**src/hdl/lhlb_pkg.sv**
```systemverilog
// shared types, constants and codes of the label histogram block
`default_nettype none

package lhlb_pkg;

	localparam int LABEL_W         = 8;
	localparam int COUNT_W         = 21;
	localparam int BLOB_W          = 9;
	localparam int PADDR_W         = 3;
	localparam int PDATA_W         = 32;
	localparam int LABEL_COUNT_DEF = 256;

	localparam logic [COUNT_W-1:0] COUNT_MAX    = 21'd2097151;
	localparam logic [COUNT_W-1:0] THRESH_RESET = 21'd100;
	localparam int                 BLOB_MAX     = 511;

	// input command codes
	localparam logic CMD_ACCUM    = 1'b0;
	localparam logic CMD_CLASSIFY = 1'b1;

	// result kinds
	localparam logic KIND_SUMMARY = 1'b0;
	localparam logic KIND_PIXEL   = 1'b1;

	// register index, taken from paddr[2]
	localparam logic REG_SURVEY = 1'b0;
	localparam logic REG_THRESH = 1'b1;

	// controller to datapath
	typedef struct packed {
		logic pix_acc;     // accumulate pixel transferred
		logic cls_load;    // classify pixel transferred, load result
		logic sweep_en;    // step the histogram sweep (read and zero)
		logic sweep_scan;  // sweep feeds the frame scan
		logic track_init;  // restart the scan trackers
		logic sum_load;    // load the frame summary
	} lhlb_cmd_t;

	// datapath to controller
	typedef struct packed {
		logic sweep_last;  // sweep is at the final entry
		logic out_full;    // output register holds a result
	} lhlb_status_t;

endpackage : lhlb_pkg

`default_nettype wire

```
**src/hdl/lhlb_ctrl.sv**
```systemverilog
// controller state machine: clear, stream, drain, scan and summary
`default_nettype none

module lhlb_ctrl (
	input  wire logic                   clk,
	input  wire logic                   arst_n,
	input  wire logic                   in_valid,
	input  wire logic                   command,
	input  wire logic                   last_pixel,
	input  wire logic                   out_stall,
	input  wire lhlb_pkg::lhlb_status_t status,
	output logic                        in_stall,
	output lhlb_pkg::lhlb_cmd_t         cmd
);

	localparam logic [2:0] ST_CLEAR = 3'd0;
	localparam logic [2:0] ST_RUN   = 3'd1;
	localparam logic [2:0] ST_DRAIN = 3'd2;
	localparam logic [2:0] ST_SCAN  = 3'd3;
	localparam logic [2:0] ST_TAIL  = 3'd4;
	localparam logic [2:0] ST_SUM   = 3'd5;

	logic [2:0] state_q;
	logic [2:0] state_d;
	logic       out_blocked;
	logic       accept;

	assign out_blocked = status.out_full && out_stall;

	always_comb begin
		state_d  = state_q;
		in_stall = 1'b1;
		accept   = 1'b0;
		cmd      = '0;
		unique case (state_q)
			ST_CLEAR: begin
				cmd.sweep_en = 1'b1;
				if (status.sweep_last) begin
					state_d = ST_RUN;
				end
			end
			ST_RUN: begin
				// accumulate pixels need no output slot
				in_stall     = (command == lhlb_pkg::CMD_CLASSIFY) && out_blocked;
				accept       = in_valid && !in_stall;
				cmd.pix_acc  = accept && (command == lhlb_pkg::CMD_ACCUM);
				cmd.cls_load = accept && (command == lhlb_pkg::CMD_CLASSIFY);
				if (cmd.pix_acc && last_pixel) begin
					state_d = ST_DRAIN;
				end
			end
			ST_DRAIN: begin
				cmd.track_init = 1'b1;
				state_d        = ST_SCAN;
			end
			ST_SCAN: begin
				cmd.sweep_en   = 1'b1;
				cmd.sweep_scan = 1'b1;
				if (status.sweep_last) begin
					state_d = ST_TAIL;
				end
			end
			ST_TAIL: begin
				state_d = ST_SUM;
			end
			ST_SUM: begin
				if (!out_blocked) begin
					cmd.sum_load = 1'b1;
					state_d      = ST_RUN;
				end
			end
			default: begin
				state_d = ST_CLEAR;
			end
		endcase
	end

	always_ff @(posedge clk or negedge arst_n) begin
		if (!arst_n) begin
			state_q <= ST_CLEAR;
		end else begin
			state_q <= state_d;
		end
	end

endmodule : lhlb_ctrl

`default_nettype wire
```
**config.mk**
```make
export PLATFORM = sky130hd
export DESIGN_NAME = lhlb_ctrl
export DESIGN_NICKNAME = d
export VERILOG_FILES = /design/src/hdl/lhlb_pkg.sv /design/src/hdl/lhlb_ctrl.sv
export SDC_FILE = /design/constraint.sdc
export NUM_CORES = 1
export LEC_CHECK = 0
export BUFFER_PORTS_ARGS = -buffer_cell sky130_fd_sc_hd__buf_4
export CORE_AREA = 2 2 39 41
export CTS_BUF_LIST = sky130_fd_sc_hd__clkbuf_4 sky130_fd_sc_hd__clkbuf_8
export DETAILED_ROUTE_END_ITERATION = 10
export DIE_AREA = 0 0 41 43
export GPL_ROUTABILITY_DRIVEN = 0
export HOLD_SLACK_MARGIN = 0.15
export PLACE_DENSITY = 0.5
export SYNTH_ARGS = -nofsm -noshare
export SYNTH_HDL_FRONTEND = slang
export SYNTH_SLANG_ARGS = --single-unit
export TNS_END_PERCENT = 50
```
**constraint.sdc**
```tcl
create_clock -name clk -period 2.2 [get_ports clk]
set_clock_uncertainty 0.2 [all_clocks]
set_input_delay 0.44 -clock clk [delete_from_list [all_inputs] [get_ports clk]]
set_output_delay 0.44 -clock clk [all_outputs]
set_load 0.02 [all_outputs]
```
## Yosys cells after proc, flatten, opt, wreduce, memory -nomap -nowiden

Cells that the tools add are included.

- Register bits after elaboration: 3
- Input bits: 8
- Logic and storage cells: 33

- Equal/unequal tests: 9
- Mux-type cells: 12
- Bitwise operators: 1
- Reductions and logical operators: 10

Operator list:

| operator | count |
|---|---|
| $pmux 3 s6 | 1 |
| $mux 3 | 4 |
| $ne 2x2->1 const B | 4 |
| $eq 3x2->1 const B | 2 |
| $eq 3x3->1 const B | 2 |
| $logic_and 1x1->1 | 6 |
| $mux 1 | 6 |
| $reduce_and 4->1 | 1 |
| $eq 3x1->1 const B | 1 |
| $logic_not 3->1 | 1 |
| $mux 2 | 1 |
| $reduce_or 2->1 | 1 |
| $logic_not 1->1 | 1 |
| $not 1->1 | 1 |

## Depth between registers and ports, before layout

- Word-level depth: 8
- Gate-level depth with buffers: 3
- Mapped depth without buffers: 2

## Worst setup path after synthesis

OpenSTA, ideal clock, no wires.

- Path kind: register -> output
- From: register state_q[1]
- To: output port in_stall
- Data arrival time: 1109 ps
- Slack: 451 ps
- Cell stages (with the launch flop): 3
- Cells stage by stage: dfrtp_1 -> buf_6 -> or4_1

- Longest elaborated chain between the ends: 2

Ends and longest elaborated chain:

| item | RTL line | source |
|---|---|---|
| start, declared | lhlb_ctrl.sv:23 | `logic [2:0] state_q;` |
| start signal, assigned | lhlb_ctrl.sv:82 | `state_q <= state_d;` |
| $eq 3x1->1 | n/a |  |
| $mux 1 | lhlb_ctrl.sv:35 | `unique case (state_q)` |
| end, declared | lhlb_ctrl.sv:12 | `output logic in_stall,` |

No other way between the ends.

## Worst setup path after layout

Ends and elaborated chain as after synthesis.

==> results_dict.tcl <==
set metrics [dict create \
    status "finished clean" \
    slowest_delay_ns 0.55 \
    crit_arrival_ns 1.42 \
    holdCritPathClass "input port to register" \
    netlist_area_um2 245.2 \
    drive_above_1_share 0.4565 \
    power_mw 0.5398 \
    ys_warn_count 0 \
    die_w_um 41 \
    nets 55 \
    die_h_um 43 \
    setup_viol 0 \
    n_antenna_cell 0 \
    crit_family "simple AND/OR/NAND/NOR gates" \
    maxCapViolCount 0 \
    finalCritPeriodShare 0.9352 \
    rsz0062_at_grt "no" \
    critical-path-slowest-cell "or4_1" \
    tightestPinTransition_ns 0.2654 \
    finalHoldViolations 0 \
    vdd_ir_drop_max_mv 0.3295 \
    post_cts_resized 0 \
    cts.sinks 3 \
    setup_tns_ns 0 \
    dr.pass1.iters 2 \
    grt_pass1_vias 267 \
    largest_reg_flops 3 \
    totalWireLength_um 648 \
    io_pins 15 \
    cp.buffers_inverters 1 \
    slew-limit-headroom 0.8231 \
    synthDistinctLibCells 21 \
    worstPathRequired_ns 1.56 \
    ys_seq_area_frac 0.3061 \
    antenna_found_initial 0 \
    clk_pin_slew_ns 0.04 \
    die-area_mm2 0.001763 \
    start_util 0.1772 \
    io_buffers 14 \
    grt_max_degree 11 \
    syn_nets 36 \
    crit_type "register to output pin" \
    ant_nets 0 \
    area_delta_synth_final_pct 63.78 \
    routed_via_density 4.403 \
    cp-start-kind "register" \
    slew_viol_final 0 \
    end_kind "output pin" \
    synth_area_per_cell_um2 8.758 \
    track_usage 0.1064 \
    top_regs "state_q (3)" \
    h-tree-depth 1 \
    avgRoutedWirePerCell_um 10.45 \
    tritoncts "done" \
    core_area_mm2 0.001384 \
    leakage_nw 0.2064 \
    grt_pass1_wl_um 1166 \
    fmax_mhz 486.0 \
    clk_latency_ns 0.23 \
    drt-initial-drc-count 1 \
    drc 0 \
    fin_crit_ns 2.058 \
    pwr_density_cell_mw_per_mm2 1344 \
    globalRoute.totalOverflow 0 \
    synth_seq_cells 3 \
    rows 14 \
    synth_cells 28 \
    cts_made_buffers 3 \
    root_buffer "clkbuf_4" \
    clockBufferDepth 2 \
    regMostFlops "state_q" \
    worstPathMaxFanout 9 \
    crit_chain "or4_1 -> buf_4" \
    via_count 273 \
]
## synth_stat cells
library cell,n,area [um^2]
dfrtp_1,3,75.07
nor2_1,3,11.26
and3_1,2,12.51
nand2_1,2,7.510
nand2b_1,2,12.51
a21boi_0,1,7.510
a31oi_1,1,6.260
and2_1,1,6.260
and4b_1,1,10.01
and4b_2,1,11.26
and4bb_2,1,12.51
buf_2,1,5.000
buf_6,1,11.26
inv_1,1,3.750
nor2b_1,1,6.260
o21a_1,1,7.510
o21bai_1,1,7.510
o221ai_1,1,8.760
o22ai_1,1,6.260
or4_1,1,7.510
xor2_1,1,8.760
## timing repair
item                                   4_1_cts  5_1_grt
buffers inserted                             0        0
endpoints found under the hold margin        3        0
hold buffers                                 1        0
## cell usage in the layout (no fill, tap or decap), drive strengths merged, types with 2 or more instances in the layout
cell    netlist  final
and4b         2      2
and3          2      2
buf           2     15
nand2b        2      2
nand2         2      2
dfrtp         3      3
clkbuf        0      4
nor2          3      3
## layer usage
metal	routed length, um	GRT usage
met5	0	0
met4	0	0.08000
met3	17	0.04712
met2	391	0.1406
met1	240	0.1286
## final timing paths
kind / cells past startpoint / endpoint / from / slack (ns)
min in group asynchronous: 2 / state_q[2] / arst_n / 0.33
hold reg to reg: 2 / state_q[1] / state_q[2] / 0.44
max in group asynchronous: 2 / state_q[1] / arst_n / 1.37
hold / removal: 3 / state_q[2] / status[1] / 0.29
setup reg to reg: 3 / state_q[1] / state_q[0] / 0.96
setup / recovery: 2 / in_stall / state_q[1] / 0.14
## cell families (layout without fill, tap and decap cells)
family,count (synthesis),in the layout,synth area share
flip-flops,3,3,0.3061
AND/OR/NAND/NOR,15,15,0.3980
AO/OA/AOI/OAI,6,6,0.1786
buffers and inverters,3,21,0.08160
XOR/XNOR,1,1,0.03572
## area by class of cell
cell class / instances / area (um^2)
timing repair buffer: 16 / 122.6
tap: 16 / 20.02
sequential: 3 / 75.07
clock buffer: 4 / 30.03
inverter: 1 / 3.754
multi-input combinational: 22 / 150.1
fill: 154 / 982.2
## metrics by stage
step / setup slack, ns / instances / hold slack, ns / instance area, um^2 / utilization
floorplan: 0.4509 / 28 / -0.05559 / 245.2 / -
global placement: 0.2696 / 57 / 0.03142 / 361.6 / 0.2613
detailed placement: 0.2634 / 57 / 0.03067 / 361.6 / 0.2613
CTS: 0.1316 / 62 / 0.2878 / 401.6 / 0.2902
global route: 0.07885 / 62 / 0.3003 / 401.6 / 0.2902
finish: 0.1425 / 62 / 0.2950 / 401.6 / 0.2902
## where the power goes
group | leakage (nW) | total (mW) | switching (mW) | internal (mW)
registers | 0.0371 | 0.112 | 0.0327 | 0.0789
clock network | 0.0184 | 0.110 | 0.0295 | 0.0803
logic | 0.151 | 0.318 | 0.162 | 0.156
total | 0.206 | 0.540 | 0.224 | 0.315
## worst register-to-register path, cell delays in order (launching register included)
cell and delay, ns:
dfrtp_1 0.36, buf_4 0.17, and4b_1 0.22, o21a_1 0.17
No activity file was read; power rests on OpenSTA's default activity.
